==> config.mk <==
export PLATFORM = sky130hd
export DESIGN_NAME = spectral_type_string_parser_top
export DESIGN_NICKNAME = d
export VERILOG_FILES = /design/src/sv/stp_pkg.sv /design/src/sv/stp_in_stage.sv /design/src/sv/stp_parser.sv /design/src/sv/stp_out_stage.sv /design/src/sv/spectral_type_string_parser_top.sv
export SDC_FILE = /design/constraint.sdc
export NUM_CORES = 1
export LEC_CHECK = 0
export BUFFER_PORTS_ARGS = -buffer_cell sky130_fd_sc_hd__buf_2
export CAP_MARGIN = 40
export CORE_MARGIN = 4
export CORE_UTILIZATION = 60
export DETAILED_ROUTE_END_ITERATION = 8
export PLACE_DENSITY = 0.86
export SLEW_MARGIN = 20
export SYNTH_ARGS = -nofsm -noshare
export SYNTH_HDL_FRONTEND = slang
export SYNTH_SLANG_ARGS = --single-unit
==> constraint.sdc <==
create_clock -name clk -period 4.1 [get_ports clk]
set_input_delay 0.82 -clock clk [delete_from_list [all_inputs] [get_ports clk]]
set_output_delay 0.82 -clock clk [all_outputs]
set_load 0.02 [all_outputs]
==> src/sv/stp_pkg.sv <==
`timescale 1ns / 1ps
// ----------------------------------------------------------------------------
// stp_pkg
// Types, codes and the per-character transition function of the spectral
// type string parser.
// ----------------------------------------------------------------------------
package stp_pkg;

  typedef enum logic [4:0] {
    PH_BEGIN      = 5'd0,
    PH_END        = 5'd1,
    PH_WR_TYPE    = 5'd2,
    PH_CLASS      = 5'd3,
    PH_SUB        = 5'd4,
    PH_SUB_DEC    = 5'd5,
    PH_SUB_FINAL  = 5'd6,
    PH_LUM_BEGIN  = 5'd7,
    PH_LUM_I      = 5'd8,
    PH_LUM_II     = 5'd9,
    PH_LUM_V      = 5'd10,
    PH_LUM_IDASH  = 5'd11,
    PH_LUM_IA     = 5'd12,
    PH_LUM_IDASHA = 5'd13,
    PH_WD_TYPE    = 5'd14,
    PH_WD_EXT     = 5'd15,
    PH_WD_SUB     = 5'd16,
    PH_SUBDWARF   = 5'd17
  } phase_t;

  localparam logic [1:0] ST_NORMAL  = 2'd0;
  localparam logic [1:0] ST_WHITE   = 2'd1;
  localparam logic [1:0] ST_NEUTRON = 2'd2;
  localparam logic [1:0] ST_BLACK   = 2'd3;

  localparam logic [4:0] CLS_O       = 5'd0;
  localparam logic [4:0] CLS_B       = 5'd1;
  localparam logic [4:0] CLS_A       = 5'd2;
  localparam logic [4:0] CLS_F       = 5'd3;
  localparam logic [4:0] CLS_G       = 5'd4;
  localparam logic [4:0] CLS_K       = 5'd5;
  localparam logic [4:0] CLS_M       = 5'd6;
  localparam logic [4:0] CLS_R       = 5'd7;
  localparam logic [4:0] CLS_S       = 5'd8;
  localparam logic [4:0] CLS_N       = 5'd9;
  localparam logic [4:0] CLS_WC      = 5'd10;
  localparam logic [4:0] CLS_WN      = 5'd11;
  localparam logic [4:0] CLS_WO      = 5'd12;
  localparam logic [4:0] CLS_UNKNOWN = 5'd13;
  localparam logic [4:0] CLS_L       = 5'd14;
  localparam logic [4:0] CLS_T       = 5'd15;
  localparam logic [4:0] CLS_Y       = 5'd16;
  localparam logic [4:0] CLS_C       = 5'd17;
  localparam logic [4:0] CLS_DA      = 5'd18;
  localparam logic [4:0] CLS_DB      = 5'd19;
  localparam logic [4:0] CLS_DC      = 5'd20;
  localparam logic [4:0] CLS_DO      = 5'd21;
  localparam logic [4:0] CLS_DQ      = 5'd22;
  localparam logic [4:0] CLS_DZ      = 5'd23;
  localparam logic [4:0] CLS_D       = 5'd24;
  localparam logic [4:0] CLS_DX      = 5'd25;

  localparam logic [3:0] DIG_UNKNOWN = 4'd10;

  localparam logic [3:0] LUM_IA0     = 4'd0;
  localparam logic [3:0] LUM_IA      = 4'd1;
  localparam logic [3:0] LUM_IB      = 4'd2;
  localparam logic [3:0] LUM_II      = 4'd3;
  localparam logic [3:0] LUM_III     = 4'd4;
  localparam logic [3:0] LUM_IV      = 4'd5;
  localparam logic [3:0] LUM_V       = 4'd6;
  localparam logic [3:0] LUM_VI      = 4'd7;
  localparam logic [3:0] LUM_UNSET   = 4'd8;

  localparam logic [7:0] CH_NUL   = 8'h00;
  localparam logic [7:0] CH_SPACE = 8'h20;
  localparam logic [7:0] CH_DASH  = 8'h2D;
  localparam logic [7:0] CH_DOT   = 8'h2E;
  localparam logic [7:0] CH_ZERO  = 8'h30;
  localparam logic [7:0] CH_NINE  = 8'h39;
  localparam logic [7:0] CH_QMARK = 8'h3F;

  typedef struct packed {
    phase_t     phase;
    logic [1:0] star;
    logic [4:0] cls;
    logic [3:0] dig;
    logic [3:0] lum;
  } stp_state_t;

  typedef struct packed {
    stp_state_t st;
    logic       consumed;
  } stp_trans_t;

  typedef struct packed {
    logic [1:0] star_type;
    logic [4:0] spectral_class;
    logic [3:0] subclass_digit;
    logic [3:0] luminosity_class;
  } stp_result_t;

  localparam stp_state_t STATE_RESET = '{
    phase: PH_BEGIN,
    star:  ST_NORMAL,
    cls:   CLS_UNKNOWN,
    dig:   DIG_UNKNOWN,
    lum:   LUM_UNSET
  };

  function automatic logic is_digit(input logic [7:0] c);
    return (c >= CH_ZERO) && (c <= CH_NINE);
  endfunction

  // {ok, class}
  function automatic logic [5:0] normal_class(input logic [7:0] c);
    logic [5:0] r;
    case (c)
      "O":     r = {1'b1, CLS_O};
      "B":     r = {1'b1, CLS_B};
      "A":     r = {1'b1, CLS_A};
      "F":     r = {1'b1, CLS_F};
      "G":     r = {1'b1, CLS_G};
      "K":     r = {1'b1, CLS_K};
      "M":     r = {1'b1, CLS_M};
      "R":     r = {1'b1, CLS_R};
      "S":     r = {1'b1, CLS_S};
      "N":     r = {1'b1, CLS_N};
      "L":     r = {1'b1, CLS_L};
      "T":     r = {1'b1, CLS_T};
      "Y":     r = {1'b1, CLS_Y};
      "C":     r = {1'b1, CLS_C};
      default: r = {1'b0, CLS_O};
    endcase
    return r;
  endfunction

  // One state machine transition; consumed is low when the character must be
  // offered again to the new phase.
  function automatic stp_trans_t stp_trans(input stp_state_t s, input logic [7:0] c);
    stp_trans_t r;
    logic [5:0] nc;
    r.st       = s;
    r.consumed = 1'b1;
    nc         = normal_class(c);
    case (s.phase)
      PH_BEGIN: begin
        if (c == "Q") begin
          r.st.star = ST_NEUTRON; r.st.phase = PH_END; r.consumed = 1'b0;
        end else if (c == "X") begin
          r.st.star = ST_BLACK; r.st.phase = PH_END; r.consumed = 1'b0;
        end else if (c == "D") begin
          r.st.star = ST_WHITE; r.st.cls = CLS_D; r.st.phase = PH_WD_TYPE;
        end else if (c == "s") begin
          r.st.phase = PH_SUBDWARF;
        end else if (c == CH_QMARK) begin
          r.st.phase = PH_END; r.consumed = 1'b0;
        end else begin
          r.st.phase = PH_CLASS; r.consumed = 1'b0;
        end
      end
      PH_WR_TYPE: begin
        r.st.phase = PH_SUB;
        if (c == "C") r.st.cls = CLS_WC;
        else if (c == "N") r.st.cls = CLS_WN;
        else if (c == "O") r.st.cls = CLS_WO;
        else begin
          r.st.cls = CLS_WC; r.consumed = 1'b0;
        end
      end
      PH_SUBDWARF: begin
        if (c == "d") begin
          r.st.lum = LUM_VI; r.st.phase = PH_CLASS;
        end else begin
          r.st.phase = PH_END; r.consumed = 1'b0;
        end
      end
      PH_CLASS: begin
        if (c == "W") r.st.phase = PH_WR_TYPE;
        else if (nc[5]) begin
          r.st.cls = nc[4:0]; r.st.phase = PH_SUB;
        end else r.st.phase = PH_END;
      end
      PH_SUB: begin
        if (is_digit(c)) begin
          r.st.dig = c[3:0]; r.st.phase = PH_SUB_DEC;
        end else begin
          r.st.phase = PH_LUM_BEGIN; r.consumed = 1'b0;
        end
      end
      PH_SUB_DEC: begin
        if (c == CH_DOT) r.st.phase = PH_SUB_FINAL;
        else begin
          r.st.phase = PH_LUM_BEGIN; r.consumed = 1'b0;
        end
      end
      PH_SUB_FINAL: r.st.phase = is_digit(c) ? PH_LUM_BEGIN : PH_END;
      PH_LUM_BEGIN: begin
        if (c == "I") r.st.phase = PH_LUM_I;
        else if (c == "V") r.st.phase = PH_LUM_V;
        else if (c != CH_SPACE) r.st.phase = PH_END;
      end
      PH_LUM_I: begin
        if (c == "I") r.st.phase = PH_LUM_II;
        else if (c == "V") begin
          r.st.lum = LUM_IV; r.st.phase = PH_END;
        end else if (c == "a") r.st.phase = PH_LUM_IA;
        else if (c == CH_DASH) r.st.phase = PH_LUM_IDASH;
        else begin
          r.st.lum = LUM_IB; r.st.phase = PH_END;
        end
      end
      PH_LUM_II: begin
        r.st.lum = (c == "I") ? LUM_III : LUM_II;
        r.st.phase = PH_END; r.consumed = 1'b0;
      end
      PH_LUM_IDASH: begin
        if (c == "a") r.st.phase = PH_LUM_IDASHA;
        else begin
          r.st.lum = LUM_IB; r.st.phase = PH_END; r.consumed = 1'b0;
        end
      end
      PH_LUM_IA: begin
        if (c == CH_DASH) r.st.phase = PH_LUM_IDASHA;
        else begin
          r.st.lum = (c == CH_ZERO) ? LUM_IA0 : LUM_IA;
          r.st.phase = PH_END; r.consumed = 1'b0;
        end
      end
      PH_LUM_IDASHA: begin
        r.st.lum = (c == CH_ZERO) ? LUM_IA0 : LUM_IA;
        r.st.phase = PH_END; r.consumed = 1'b0;
      end
      PH_LUM_V: begin
        r.st.lum = (c == "I") ? LUM_VI : LUM_V;
        r.st.phase = PH_END; r.consumed = 1'b0;
      end
      PH_WD_TYPE: begin
        r.st.phase = PH_WD_EXT;
        case (c)
          "A":     r.st.cls = CLS_DA;
          "B":     r.st.cls = CLS_DB;
          "C":     r.st.cls = CLS_DC;
          "O":     r.st.cls = CLS_DO;
          "Q":     r.st.cls = CLS_DQ;
          "Z":     r.st.cls = CLS_DZ;
          "X":     r.st.cls = CLS_DX;
          default: begin
            r.st.cls = CLS_D; r.consumed = 1'b0;
          end
        endcase
      end
      PH_WD_EXT: begin
        if (!(c inside {"A", "B", "C", "O", "Q", "Z", "X", "V", "P", "H", "E"})) begin
          r.st.phase = PH_WD_SUB; r.consumed = 1'b0;
        end
      end
      PH_WD_SUB: begin
        r.st.phase = PH_END;
        if (is_digit(c)) r.st.dig = c[3:0];
        else r.consumed = 1'b0;
      end
      default: begin
        r.st.phase = PH_END; r.consumed = 1'b0;
      end
    endcase
    return r;
  endfunction

endpackage

==> src/sv/stp_in_stage.sv <==
`timescale 1ns / 1ps
// ----------------------------------------------------------------------------
// stp_in_stage
// Input register for the character channel.
// ----------------------------------------------------------------------------
module stp_in_stage import stp_pkg::*; (
  input  logic       clk,
  input  logic       rst_n,
  input  logic       in_valid,
  output logic       in_stall,
  input  logic [7:0] in_ch,
  input  logic       advance,
  output logic       s1_vld,
  output logic [7:0] s1_ch
);

  logic       vld_r;
  logic       vld_nxt;
  logic [7:0] ch_r;
  logic       take;

  assign in_stall = vld_r && !advance;
  assign take     = in_valid && !in_stall;

  always_comb begin
    if (take) vld_nxt = 1'b1;
    else if (advance) vld_nxt = 1'b0;
    else vld_nxt = vld_r;
  end

  always_ff @(posedge clk) begin
    if (!rst_n) vld_r <= 1'b0;
    else vld_r <= vld_nxt;
  end

  always_ff @(posedge clk) begin
    if (take) ch_r <= in_ch;
  end

  assign s1_vld = vld_r;
  assign s1_ch  = ch_r;

endmodule

==> src/sv/stp_parser.sv <==
`timescale 1ns / 1ps
// ----------------------------------------------------------------------------
// stp_parser
// Parse state register and the folded per-character transitions.
// ----------------------------------------------------------------------------
module stp_parser import stp_pkg::*; (
  input  logic        clk,
  input  logic        rst_n,
  input  logic        fire,
  input  logic [7:0]  ch,
  output stp_result_t res
);

  stp_state_t st_r;
  stp_state_t st_nxt;
  stp_trans_t t0;
  stp_trans_t t1;
  stp_trans_t t2;
  stp_state_t fed;

  // at most three transitions per character
  always_comb begin
    t0 = stp_trans(st_r, ch);
    t1 = stp_trans(t0.st, ch);
    t2 = stp_trans(t1.st, ch);
    if (st_r.phase == PH_END || t0.consumed) fed = t0.st;
    else if (t0.st.phase == PH_END || t1.consumed) fed = t1.st;
    else fed = t2.st;
  end

  always_comb begin
    if (!fire) st_nxt = st_r;
    else if (ch == CH_NUL) st_nxt = STATE_RESET;
    else st_nxt = fed;
  end

  always_ff @(posedge clk) begin
    if (!rst_n) st_r <= STATE_RESET;
    else st_r <= st_nxt;
  end

  assign res.star_type        = fed.star;
  assign res.spectral_class   = fed.cls;
  assign res.subclass_digit   = fed.dig;
  assign res.luminosity_class = fed.lum;

  a_term_resets: assert property (@(posedge clk) disable iff (!rst_n)
    fire && ch == CH_NUL |=> st_r == STATE_RESET)
    else $error("parse state not cleared after terminator");

  a_end_holds: assert property (@(posedge clk) disable iff (!rst_n)
    fire && ch != CH_NUL && st_r.phase == PH_END |=> $stable(st_r))
    else $error("state changed after parse finished");

  a_idle_holds: assert property (@(posedge clk) disable iff (!rst_n)
    !fire |=> $stable(st_r))
    else $error("state changed without a character");

endmodule

==> src/sv/stp_out_stage.sv <==
`timescale 1ns / 1ps
// ----------------------------------------------------------------------------
// stp_out_stage
// Result register for the parsed spectral type fields.
// ----------------------------------------------------------------------------
module stp_out_stage import stp_pkg::*; (
  input  logic        clk,
  input  logic        rst_n,
  input  logic        push,
  input  stp_result_t res,
  output logic        can_load,
  output logic        out_valid,
  input  logic        out_stall,
  output logic [1:0]  out_star_type,
  output logic [4:0]  out_spectral_class,
  output logic [3:0]  out_subclass_digit,
  output logic [3:0]  out_luminosity_class
);

  logic        vld_r;
  logic        vld_nxt;
  stp_result_t res_r;

  assign can_load = !vld_r || !out_stall;

  always_comb begin
    if (push) vld_nxt = 1'b1;
    else if (out_stall) vld_nxt = vld_r;
    else vld_nxt = 1'b0;
  end

  always_ff @(posedge clk) begin
    if (!rst_n) vld_r <= 1'b0;
    else vld_r <= vld_nxt;
  end

  always_ff @(posedge clk) begin
    if (push) res_r <= res;
  end

  assign out_valid            = vld_r;
  assign out_star_type        = res_r.star_type;
  assign out_spectral_class   = res_r.spectral_class;
  assign out_subclass_digit   = res_r.subclass_digit;
  assign out_luminosity_class = res_r.luminosity_class;

endmodule

==> src/sv/spectral_type_string_parser_top.sv <==
`timescale 1ns / 1ps
// ----------------------------------------------------------------------------
// spectral_type_string_parser_top
// Parses a stellar spectral type string, one character per transaction.
// ----------------------------------------------------------------------------
// Usage:
//   Input channel (in_valid / in_stall / in_ch) carries one character per
//   transaction; a zero character ends the string. Output channel
//   (out_valid / out_stall / out_*) carries one transaction per string:
//   star type, spectral class, subclass digit and luminosity class.
//   A character is taken every cycle while in_stall is low. Each character
//   passes an input register and then updates the parse state; for the
//   terminator the fields land in the result register in that same update,
//   so out_valid rises once the terminator has left the input register.
//   While a result waits under out_stall, ordinary characters keep flowing;
//   only a further terminator holds in the input register and raises
//   in_stall until the result register frees.
//   Reset (rst_n low, synchronous) empties both registers and returns the
//   parse state to begin with all fields unknown.
// ----------------------------------------------------------------------------
module spectral_type_string_parser_top import stp_pkg::*; (
  input  logic       clk,
  input  logic       rst_n,
  input  logic       in_valid,
  output logic       in_stall,
  input  logic [7:0] in_ch,
  output logic       out_valid,
  input  logic       out_stall,
  output logic [1:0] out_star_type,
  output logic [4:0] out_spectral_class,
  output logic [3:0] out_subclass_digit,
  output logic [3:0] out_luminosity_class
);

  logic        s1_vld;
  logic [7:0]  s1_ch;
  logic        can_load;
  logic        is_term;
  logic        advance;
  logic        fire;
  stp_result_t res;

  assign is_term = s1_ch == CH_NUL;
  assign advance = !is_term || can_load;
  assign fire    = s1_vld && advance;

  stp_in_stage u_in (
    .clk      (clk),
    .rst_n    (rst_n),
    .in_valid (in_valid),
    .in_stall (in_stall),
    .in_ch    (in_ch),
    .advance  (advance),
    .s1_vld   (s1_vld),
    .s1_ch    (s1_ch)
  );

  stp_parser u_parser (
    .clk   (clk),
    .rst_n (rst_n),
    .fire  (fire),
    .ch    (s1_ch),
    .res   (res)
  );

  stp_out_stage u_out (
    .clk                  (clk),
    .rst_n                (rst_n),
    .push                 (fire && is_term),
    .res                  (res),
    .can_load             (can_load),
    .out_valid            (out_valid),
    .out_stall            (out_stall),
    .out_star_type        (out_star_type),
    .out_spectral_class   (out_spectral_class),
    .out_subclass_digit   (out_subclass_digit),
    .out_luminosity_class (out_luminosity_class)
  );

  a_rise_after_term: assert property (@(posedge clk) disable iff (!rst_n)
    $rose(out_valid) |-> $past(s1_vld && is_term && can_load))
    else $error("result without terminator");

  a_stall_cause: assert property (@(posedge clk) disable iff (!rst_n)
    in_stall |-> s1_vld && is_term && out_valid && out_stall)
    else $error("input stalled without a blocked terminator");

  a_compact_fields: assert property (@(posedge clk) disable iff (!rst_n)
    out_valid && (out_star_type == ST_NEUTRON || out_star_type == ST_BLACK)
    |-> out_spectral_class == CLS_UNKNOWN && out_subclass_digit == DIG_UNKNOWN &&
        out_luminosity_class == LUM_UNSET)
    else $error("compact object carries class fields");

endmodule
==> summary.md, run 1 <==
| Metric | Value |
|---|---|
| Fin crit share | 93.5% |
| CP Class | reg -> reg |
| Vias/cell | 7.04 |
| Initial Utilization | 62.3% |
| Drt wl/cell | 21.6 um |
| Hold depth | 2 |
| Switch share | 46.7% |
| FFs w/ async S/R, synth | 0% |
| Slew Viols, Final | 0 |
| Seq cells post-synth | 45 |
| DR top layer | met4 |
| Most frequent cells in the layout | nor2_1 (57), nand2_1 (55), buf_4 (36), a21oi_1 (30), buf_2 (28) |
| Largest net degree at the start of global routing | 26 |
| CTS Buf Count | 5 |
| Gate Count Post-Synth | 536 |
| Setup_tns | 0 ps |
| Layout Nets | 580 |
| Vias in the first global route | 4241 |
| Top Ports | 29 |
| Die area | 8510 um^2 |
| Crit path time final | 3830 ps |
| Max Cap Violations | 0 |
| Max Clock Skew | 13.6 ps |
| Worst R2R Path Depth | 13 |
| Comb pwr share | 60.9% |
| Most common cell after layout, fill and taps aside | nor2_1 |
| Hold-fix buffers, CTS | 0 |
| DP Worst Slack | 347 ps |
| Post-synthesis sequential area ratio | 26.6% |
| Status | finished clean |
| Worst-Margin Slew | 796 ps |
| Unrepaired setup endpoints after global routing | false |
| Pwr dens | 487 nW/um^2 |
| Synth area leaders | edfxtp_1 (16%), dfxtp_1 (10%), nor2_1 (5.0%) |
| Core Area | 6830 um^2 |
| Hold crit path type | reg -> reg |
| Fin. Hold Viols | 0 |
| Cell count after placement | 656 |
| Fmax | 0.261 GHz |
| Die Width | 92.2 um |
| # DRC | 0 |
| Peak supply drop | 0.313 mV |
| Share of power burned in registers | 25.9% |
| Startpoint Class | flip-flop |
| Share of layout cells above drive strength 1 | 19.9% |
| Dominant synthesized flop cell | edfxtp_1 |
| Area Growth Syn to Fin | 10.0% |
| Worst Path Required | 4330 ps |
| Top-area cell type share of the netlist area | 16.2% |
| Net Sw Power | 1.06 mW |
| Bufs on Longest Clock Path | 2 |
| CP Max Fanout | 14 |
| Syn nets | 548 |
| Leak Pwr | 1.75 nW |
| Tot GR Track Use | 33.7% |
| Clock power frac | 13.1% |
| First-pass GRT wire length | 22700 um |
| Relative slew slack | 46.9% |
| GPL Wtd Cong | 0.997 |
| Antenna violations before repair | 0 |
| Met3 wire len | 1600 um |
| Synth Cell Area | 4260 um^2 |
| Met2 wire length | 6890 um |
| IO Port Bufs | 28 |
| Worst-path clk slew | 100 ps |
| Root Buffer | clkbuf_8 |
| Post-synth EDFFs | 23 |
| Setup ws final | 266 ps |
| Endpoint type of the worst setup path | flip-flop |
| Cell variety after synth | 93 |
| Final setup viols | 0 |
| Drt initial violations | 606 |
| Clk sink count | 45 |
| Post-DRT Antenna Nets | 0 |
| Synth area leader | edfxtp_1 |
| # diodes | 0 |
| CTS tree | done |
| Grt total ovfl | 0 |
| Final cell count without fillers | 665 |
| Internal power | 1.21 mW |
| H-tree depth | 2 |
| Worst-Skew Late Latency | 310 ps |
| Wl on met1 | 5310 um |
| Die height | 92.2 um |
| CP Data Arrival Time | 4070 ps |
| DP HPWL | 10900 um |
| Syn_area_per_cell | 7.94 um^2 |
| Rows | 30 |
| Vias | 4683 |
| DRT Pass-1 Iters | 9 |
| Synth Warn # | 0 |
| Drt total wl | 14400 um |
==> stage by stage <==
stage               hold slack [ps]  utilization, %  power, mW  instance area [um^2]
CTS                             479            68.2       2.22                  4660
finish                          482            68.6       2.28                  4680
global placement                441            66.9       1.92                  4570
detailed placement              463            66.9       1.92                  4570
global route                    501            68.6       2.41                  4680
floorplan                       429               -       1.60                  4260
==> cells in the mapped netlist, drive strengths merged (3+ instances only) <==
library cell / n
a211o: 3
a211oi: 8
a21boi: 3
a21o: 4
a21oi: 34
a221oi: 4
a22oi: 11
a2bb2oi: 3
a31oi: 12
and2: 13
and3: 7
and4b: 4
buf: 22
clkbuf: 18
dfxtp: 22
edfxtp: 23
inv: 12
mux2: 4
mux2i: 3
nand2: 56
nand2b: 8
nand3: 21
nand3b: 4
nand4: 9
nor2: 58
nor2b: 20
nor3: 16
nor4: 6
nor4b: 9
nor4bb: 3
o211ai: 12
o21a: 7
o21ai: 30
o21bai: 4
o22ai: 7
o32ai: 4
or2: 3
or3: 3
or4b: 3
xnor2: 3
==> worst paths after layout <==
check / start / slack (ps) / to
worst max-delay path: u_in.s1_ch[3]$_DFFE_PP_ / 270 / u_parser.st_r[15]$_SDFFE_PN0P_
worst min-delay path: u_parser.st_r[3]$_SDFFE_PN1P_ / 480 / u_parser.st_r[3]$_SDFFE_PN1P_
worst max register to register: u_in.s1_ch[3]$_DFFE_PP_ / 270 / u_parser.st_r[15]$_SDFFE_PN0P_
worst min register to register: u_parser.st_r[3]$_SDFFE_PN1P_ / 480 / u_parser.st_r[3]$_SDFFE_PN1P_
==> cells by family (layout without fill, tap and decap cells) <==
logic type	count (synthesis)	in the layout	share of synthesized area (%)
compound gates	172	172	29.0
xor+xnor	5	5	1.03
buf+inv	52	85	6.17
flops	45	45	26.6
mux	7	7	1.76
simple gates	255	255	35.5
==> per-layer routing <==
layer / track usage, % / up-vias
li1: - / 2090
met1: 43.2 / 2160
met2: 57.1 / 364
met3: 5.50 / 69
met4: 12.3 / 0
met5: 0 / -
==> worst max-delay path: stages (launching register included) <==
cell and delay [ps]:
edfxtp_1 590, clkbuf_4 270, nor4bb_1 310, o31ai_1 150
a21oi_2 460, nand2_1 260, nor4b_4 190, buf_4 190
nor4b_2 440, a211oi_1 140, buf_4 170, nor2_1 280
a31oi_1 130, a31oi_1 180
==> state kept, by name (all words and copies together), names as in the netlist <==
name / count
u_out.out_star_type: 2
u_in.s1_ch: 8
u_parser.st_r: 20
u_out.out_luminosity_class: 4
u_in.s1_vld: 1
u_out.out_valid: 1
u_out.out_spectral_class: 5
u_out.out_subclass_digit: 4
==> power by group through the flow <==
stage / Sequential, mW / Clock (mW) / Combinational (mW)
after floorplan: 0.558 / 0 / 1.05
after global placement: 0.596 / 0 / 1.32
after detailed placement: 0.597 / 0 / 1.33
after CTS: 0.589 / 0.299 / 1.33
after global routing: 0.593 / 0.319 / 1.50
final: 0.591 / 0.299 / 1.39
==> layout make-up <==
cell class	instances	area [um^2]
clock buffer	5	68.8
clock inverter	3	20.0
fill	598	2150
inverter	12	45.0
multi-input combinational	439	2880
sequential	45	1130
tap	96	120
timing repair buffer	65	418
==> timing repair <==
action                                  in CTS  in global routing
endpoints found under the setup margin       0                  4
gates resized for setup                      0                  3
setup buffers                                0                  1
Power figures use the tool's default switching activity.
==> run 2, diff against run 1 <==
BUFFER_PORTS_ARGS = unset   (was -buffer_cell sky130_fd_sc_hd__buf_2)
CORE_UTILIZATION = 65   (was 60)
DONT_BUFFER_PORTS = 1   (was unset)
PLACE_DENSITY = 0.88   (was 0.86)
SYNTH_HIERARCHICAL = 1   (was unset)
==> summary.md, run 2 <==
| Metric | Value |
|---|---|
| Vias | 4953 (+5.8%) |
| Hold Path Origin | u_parser/st_r[4]$_SDFFE_PN0P_ |
| Total design power | 1.90 mW (-17%) |
| Synth Cell Area | 4460 um^2 (+4.7%) |
| Clk sink count | 45 (unchanged) |
| Cell variety after synth | 102 (+9.7%) |
| Worst-path clk slew | 90 ps (about the same) |
| CP Class | reg -> reg |
| Seq cells post-synth | 45 (unchanged) |
| Tot GR Track Use | 35.4% (+1.7 points) |
| Slowest stage delay, CP | 650 ps (+60 ps) |
| # DRC | 0 (unchanged) |
| H-tree depth | 2 (unchanged) |
| Grt total ovfl | 0 (unchanged) |
| Drt total wl | 15300 um (+6.6%) |
| Pwr dens | 407 nW/um^2 (-16%) |
| Leak Pwr | 1.61 nW (-8.1%) |
| Most common cell after layout, fill and taps aside | nor2_1 |
| Share of layout cells above drive strength 1 | 16.4% (-3.5 points) |
| CP Max Fanout | 17 (+3) |
| Synth Warn # | 6 (+6) |
| DP HPWL | 11200 um (+2.3%) |
| Area after DPL | 4510 um^2 (-1.3%) |
| Syn_area_per_cell | 7.71 um^2 (-2.9%) |
| Antenna violations before repair | 1 (+1) |
| Rows | 29 (-3.3%) |
| Post-DRT Antenna Nets | 0 (unchanged) |
| Die height | 90.8 um (-1.5%) |
| IO Port Bufs | 0 (-100%) |
| Most frequent cells in the layout | nor2_1 (81), nand2_1 (70), o21ai_0 (38), buf_4 (34), a21oi_1 (34) |
| Largest Register | u_parser/st_r |
| Dominant synthesized flop cell | edfxtp_1 |
| Hold crit path type | reg -> reg |
| Final core occ | 71.9% (+3.3 points) |
| Worst-Skew Late Latency | 310 ps (about the same) |
| Syn nets | 590 (+7.7%) |
| GPL Wtd Cong | 1.05 (+5.5%) |
| Bufs on Longest Clock Path | 2 (unchanged) |
| CTS Buf Count | 5 (unchanged) |
| Hold-fix buffers, CTS | 0 (unchanged) |
| Worst Path Required | 4350 ps (+20 ps) |
| Post-synth EDFFs | 23 (unchanged) |
| Largest net degree at the start of global routing | 26 (unchanged) |
| Fin. Hold Viols | 0 (unchanged) |
| Worst-path cell chain | buf_4 > buf_4 > nand2b_1 > o22ai_1 > o31ai_2 > nor2_1 > nor3_1 > and2_1 > nand2_1 > a221o_1 > o31ai_1 > o22ai_1 > nand2_1 |
| First-pass GRT wire length | 23300 um (+2.7%) |
| Layout Nets | 591 (+1.9%) |
| Status | finished clean |
| Synth area leader | edfxtp_1 |
| Crit path time final | 3860 ps (+25.0 ps) |
| Final setup viols | 0 (unchanged) |
| Slowest CP cell | edfxtp_1 |
| CP Data Arrival Time | 4110 ps (+40 ps) |
| Fin crit share | 94.1% (+0.61 points) |
| Relative slew slack | 47.0% (+0.066 points) |
| Gate Count Post-Synth | 578 (+7.8%) |
| Root Buffer | clkbuf_8 |
| Setup_tns | 0 ps (unchanged) |
| Drt initial violations | 628 (+3.6%) |
| Synth area leaders | edfxtp_1 (15%), dfxtp_1 (9.9%), nor2_1 (6.8%) |
| Vias/cell | 7.53 (+6.9%) |
| Startpoint Class | flip-flop |
| Peak supply drop | 0.247 mV (-21%) |
| Top Ports | 29 (unchanged) |
| DRT Pass-1 Iters | 9 (unchanged) |
| Drt wl/cell | 23.3 um (+7.7%) |
| Reg-to-Reg Start | u_in/s1_ch[0]$_DFFE_PP_ |
| Max Cap Violations | 0 (unchanged) |
| Worst Setup SP | u_in/s1_ch[0]$_DFFE_PP_ |
| Area Growth Syn to Fin | 4.72% |
| CTS tree | done |
| Vias in the first global route | 4425 (+4.3%) |
| Initial Utilization | 68.6% (+6.3 points) |
| Most common cell in the netlist | nor2_1 |
| Top-area cell type share of the netlist area | 15.5% (-0.73 points) |
| Max FFs per register | 20 (unchanged) |
| Layout fillers | 502 (-16%) |
| Worst-Margin Slew | 795 ps (-0.982 ps) |
| Core Area | 6490 um^2 (-4.9%) |
| Design area | 4670 um^2 (-0.32%) |
| Max Clock Skew | 9.03 ps (-4.54 ps) |
| Endpoint type of the worst setup path | flip-flop |
| FFs w/ async S/R, synth | 0% (unchanged) |
| Unrepaired setup endpoints after global routing | false |
| Slew Viols, Final | 0 (unchanged) |
| Synth cell count leaders | nor2_1 (81), nand2_1 (70), o21ai_0 (38) |
| Post-synthesis sequential area ratio | 25.4% (-1.2 points) |
| Fmax | 0.259 GHz (-0.65%) |
| Die area | 8250 um^2 (-3.0%) |
| Die Width | 90.8 um (-1.5%) |
==> run 2: changes by cell type after synthesis, sizes merged, moves of 6 or more <==
cell | previous run | this run
nor2 | 58 | 83
nand2 | 56 | 70
o21ai | 30 | 43
nor2b | 20 | 8
nand3 | 21 | 13
or3b | 1 | 9
o31ai | 2 | 9
a211oi | 8 | 14
nor3 | 16 | 22
==> run 2: critical path, delay by kind of cell, from the launching register on <==
kind	cells	cell delay, ps
buf+inv	2	470
simple gates	6	1350
compound gates	5	1330
flops	1	650
==> run 2: layer usage <==
metal,vias to the layer above,GRT usage [%],wire (um)
met1,2299,44.8,5660
met4,0,19.1,1090
met3,102,8.58,1880
met5,-,0,0
li1,2166,-,-
met2,386,55.4,6690
==> run 2: final timing paths <==
| path | endpoint | slack (ps) | cells past startpoint |
|---|---|---|---|
| setup reg to reg | u_parser/st_r[10]$_SDFFE_PN1P_ | 240 | 13 |
| hold reg to reg | u_parser/st_r[4]$_SDFFE_PN0P_ | 500 | 2 |
| setup / recovery | u_parser/st_r[10]$_SDFFE_PN1P_ | 240 | 13 |
| hold / removal | u_parser/st_r[4]$_SDFFE_PN0P_ | 500 | 2 |
==> run 2: metrics by stage <==
stage | cells | hold slack [ps] | worst slack (ps)
floorplan | 578 | 443 | 907
global placement | 642 | 456 | 418
detailed placement | 643 | 473 | 267
CTS | 651 | 487 | 287
global route | 658 | 516 | 1.66
finish | 658 | 499 | 241
==> run 2: what timing repair did <==
action / in CTS / in global routing
buffers inserted: 0 / 6
endpoints found under the setup margin: 0 / 5
gates resized for setup: 0 / 0
==> run 2: logic make-up after synthesis <==
group,share of synthesized area (%)
and+or+nand+nor,37.4
AOI/OAI and AO/OA,28.4
buffers and inverters,7.27
DFF,25.4
muxes,0.954
xor gates and xnor gates,0.589
==> run 2: power by group <==
group | switching, mW | total (mW) | internal [mW] | leakage (nW)
Clock | 0.169 | 0.352 | 0.183 | 0.0554
Combinational | 0.629 | 0.998 | 0.370 | 1.16
Sequential | 0.0392 | 0.548 | 0.509 | 0.394
Total | 0.837 | 1.90 | 1.06 | 1.61
==> run 2: cell type report <==
| cell class | count | area [um^2] | share of cell area [%] |
|---|---|---|---|
| Antenna cell | 1 | 2.50 | 0.0536 |
| Clock buffer | 6 | 72.6 | 1.55 |
| Clock inverter | 2 | 38.8 | 0.831 |
| Inverter | 17 | 63.8 | 1.37 |
| Multi-Input combinational cell | 475 | 3000 | 64.3 |
| Sequential cell | 45 | 1130 | 24.2 |
| Tap cell | 77 | 96.3 | 2.06 |
| Timing Repair Buffer | 35 | 260 | 5.57 |
==> run 3, diff against run 2 <==
SYNTH_HIERARCHICAL = unset   (was 1)
==> summary.md, run 3 (synthesis results as in run 1) <==
| Metric | Value |
|---|---|
| Endpoint type of the worst setup path | flip-flop |
| Area occupied by multi-input gates | 2870 um^2 (-4.6%) |
| Worst-path clk slew | 110 ps (+20 ps) |
| Met3 GRT Util | 7.65% (-0.93 points) |
| Worst-path cell chain | buf_4 > nor2b_1 > a221oi_2 > a21oi_2 > nand2_1 > nor4b_4 > nor4b_2 > a211oi_1 > a211oi_1 > nor3_1 > o21ai_1 |
| Post-DRT Antenna Nets | 0 (unchanged) |
| Met1 usage | 49.2% (+4.4 points) |
| First-pass GRT wire length | 22900 um (-1.7%) |
| Setup_tns | 0 ps (unchanged) |
| Met2 Use GR | 61.5% (+6.1 points) |
| # diodes | 0 (-1) |
| Area Growth Syn to Fin | 5.44% |
| Final setup viols | 0 (unchanged) |
| Total design power | 2.29 mW (+20%) |
| Tot GR Track Use | 37.9% (+2.5 points) |
| Max FFs per register | 20 (unchanged) |
| Worst-Skew Late Latency | 320 ps (about the same) |
| Cell mode on critical path | a211oi_1 |
| Share of layout cells above drive strength 1 | 15.2% (-1.2 points) |
| Most common cell after layout, fill and taps aside | nor2_1 |
| FF/Latch Area | 1130 um^2 (unchanged) |
| DP HPWL | 10600 um (-5.3%) |
| Layer with the highest usage | met2 |
| CP Max Fanout | 24 (+7) |
| CTS tree | done |
| Die area | 7910 um^2 (-4.1%) |
| Fmax | 0.258 GHz (-0.28%) |
| GPL Wtd Cong | 1.03 (-1.7%) |
| Vias | 4570 (-7.7%) |
| Worst-Margin Slew | 799 ps (+4.27 ps) |
| Fin. Hold Viols | 0 (unchanged) |
| Die height | 88.9 um (-2.1%) |
| Max Clock Skew | 20.0 ps (+11.0 ps) |
| DP Worst Slack | 328 ps (+61.2 ps) |
| CP Class | reg -> reg |
| Largest Register | u_parser.st_r |
| Die Width | 88.9 um (-2.1%) |
| DRT Pass-1 Iters | 5 (-4) |
| CTS Buf Count | 5 (unchanged) |
| Worst Path Required | 4350 ps (about the same) |
| Grt total ovfl | 0 (unchanged) |
| Final cell count without fillers | 616 (-6.4%) |
| Max Cap Violations | 0 (unchanged) |
| CP Data Arrival Time | 4120 ps (about the same) |
| Drt total wl | 14200 um (-7.1%) |
| Core Area | 6350 um^2 (-2.2%) |
| Antenna violations before repair | 0 (-1) |
| Drt wl/cell | 23.1 um (-0.71%) |
| Relative slew slack | 46.7% (-0.28 points) |
| Startpoint Class | flip-flop |
| Bufs on Longest Clock Path | 2 (unchanged) |
| Status | finished clean |
| Vias/cell | 7.42 (-1.4%) |
| # DRC | 0 (unchanged) |
| Layout fillers | 509 (+1.4%) |
| Slowest stage delay, CP | 540 ps (-110 ps) |
| Layout Nets | 550 (-6.9%) |
| Drt initial violations | 623 (-0.80%) |
| Slew Viols, Final | 0 (unchanged) |
| H-tree depth | 2 (unchanged) |
| Root Buffer | clkbuf_8 |
| Crit path time final | 3870 ps (+10.9 ps) |
| Most frequent cells in the layout | nor2_1 (56), nand2_1 (55), buf_4 (33), a21oi_1 (31), o21ai_0 (26) |
| Initial Utilization | 67.0% (-1.6 points) |
| Unrepaired setup endpoints after global routing | false |
| Peak supply drop | 0.487 mV (+97%) |
| Clk sink count | 45 (unchanged) |
| Slowest CP cell | nor4b_2 |
| Fin crit share | 94.4% (+0.27 points) |
| Final core occ | 70.7% (-1.2 points) |
| Rows | 29 (unchanged) |
| IO Port Bufs | 0 (unchanged) |
| Top Ports | 29 (unchanged) |
| Largest net degree at the start of global routing | 25 (-3.8%) |
| Hold crit path type | reg -> reg |
| Setup ws final | 230 ps (-10.9 ps) |
| Cell count after placement | 606 (-5.8%) |
| Pwr dens | 509 nW/um^2 (+25%) |
| Vias in the first global route | 4229 (-4.4%) |
| Leak Pwr | 1.62 nW (+0.83%) |
run 3: cell count changes in the layout (fill, tap and decap cells not counted), moves of 5 or more:
cell      previous run  this run
nand3_1             12        20
o21ai_0             38        26
nand2_1             70        55
a31oi_1              7        12
nor2_1              81        56
a22oi_1              6        11
o31ai_1              7         2
nor3_1              21        15
a211oi_1            12         6
nor2b_1              7        20
o21a_1               2         7
and3_1               2         7
run 3: layer usage:
| metal | wire [um] | vias to the layer above |
|---|---|---|
| met4 | 728 | 0 |
| met1 | 5360 | 2077 |
| met3 | 1550 | 76 |
| li1 | - | 2035 |
| met5 | 0 | - |
| met2 | 6600 | 382 |
run 3: final timing paths:
kind,start,end,slack (ps),depth (start not counted)
worst min register to register,u_parser.st_r[3]$_SDFFE_PN1P_,u_parser.st_r[3]$_SDFFE_PN1P_,470,2
worst min-delay path,u_parser.st_r[3]$_SDFFE_PN1P_,u_parser.st_r[3]$_SDFFE_PN1P_,470,2
worst max-delay path,u_in.s1_ch[2]$_DFFE_PP_,u_parser.st_r[16]$_SDFFE_PN0P_,230,11
worst max register to register,u_in.s1_ch[2]$_DFFE_PP_,u_parser.st_r[16]$_SDFFE_PN0P_,230,11
run 3: stage by stage:
| step | cell area (um^2) | hold slack, ps |
|---|---|---|
| detailed placement | 4380 | 452 |
| floorplan | 4260 | 429 |
| global route | 4490 | 527 |
| CTS | 4470 | 466 |
| global placement | 4380 | 442 |
| finish | 4490 | 466 |
run 3: area by class of cell:
| cell class | instances | share of cell area (%) |
|---|---|---|
| tap | 77 | 2.15 |
| clock inverter | 3 | 0.474 |
| inverter | 12 | 1.00 |
| clock buffer | 5 | 1.53 |
| timing repair buffer | 35 | 5.80 |
| sequential | 45 | 25.2 |
| multi-input combinational | 439 | 63.8 |
run 3: repair_timing:
action / 4_1_cts / 5_1_grt
hold buffers: 0 / 0
gates resized for setup: 0 / 1
buffers inserted: 0 / 1
setup endpoints to repair: 0 / 1
run 3: critical path: cells and delay by family (launching register included):
family | cells | cell delay (ps)
simple gates | 5 | 1580
compound gates | 5 | 1400
flops | 1 | 530
buf+inv | 1 | 270
run 3: report_power, final:
group	switching (mW)	internal [mW]
Combinational	0.838	0.562
Sequential	0.0562	0.529
Clock	0.180	0.122
Total	1.07	1.21
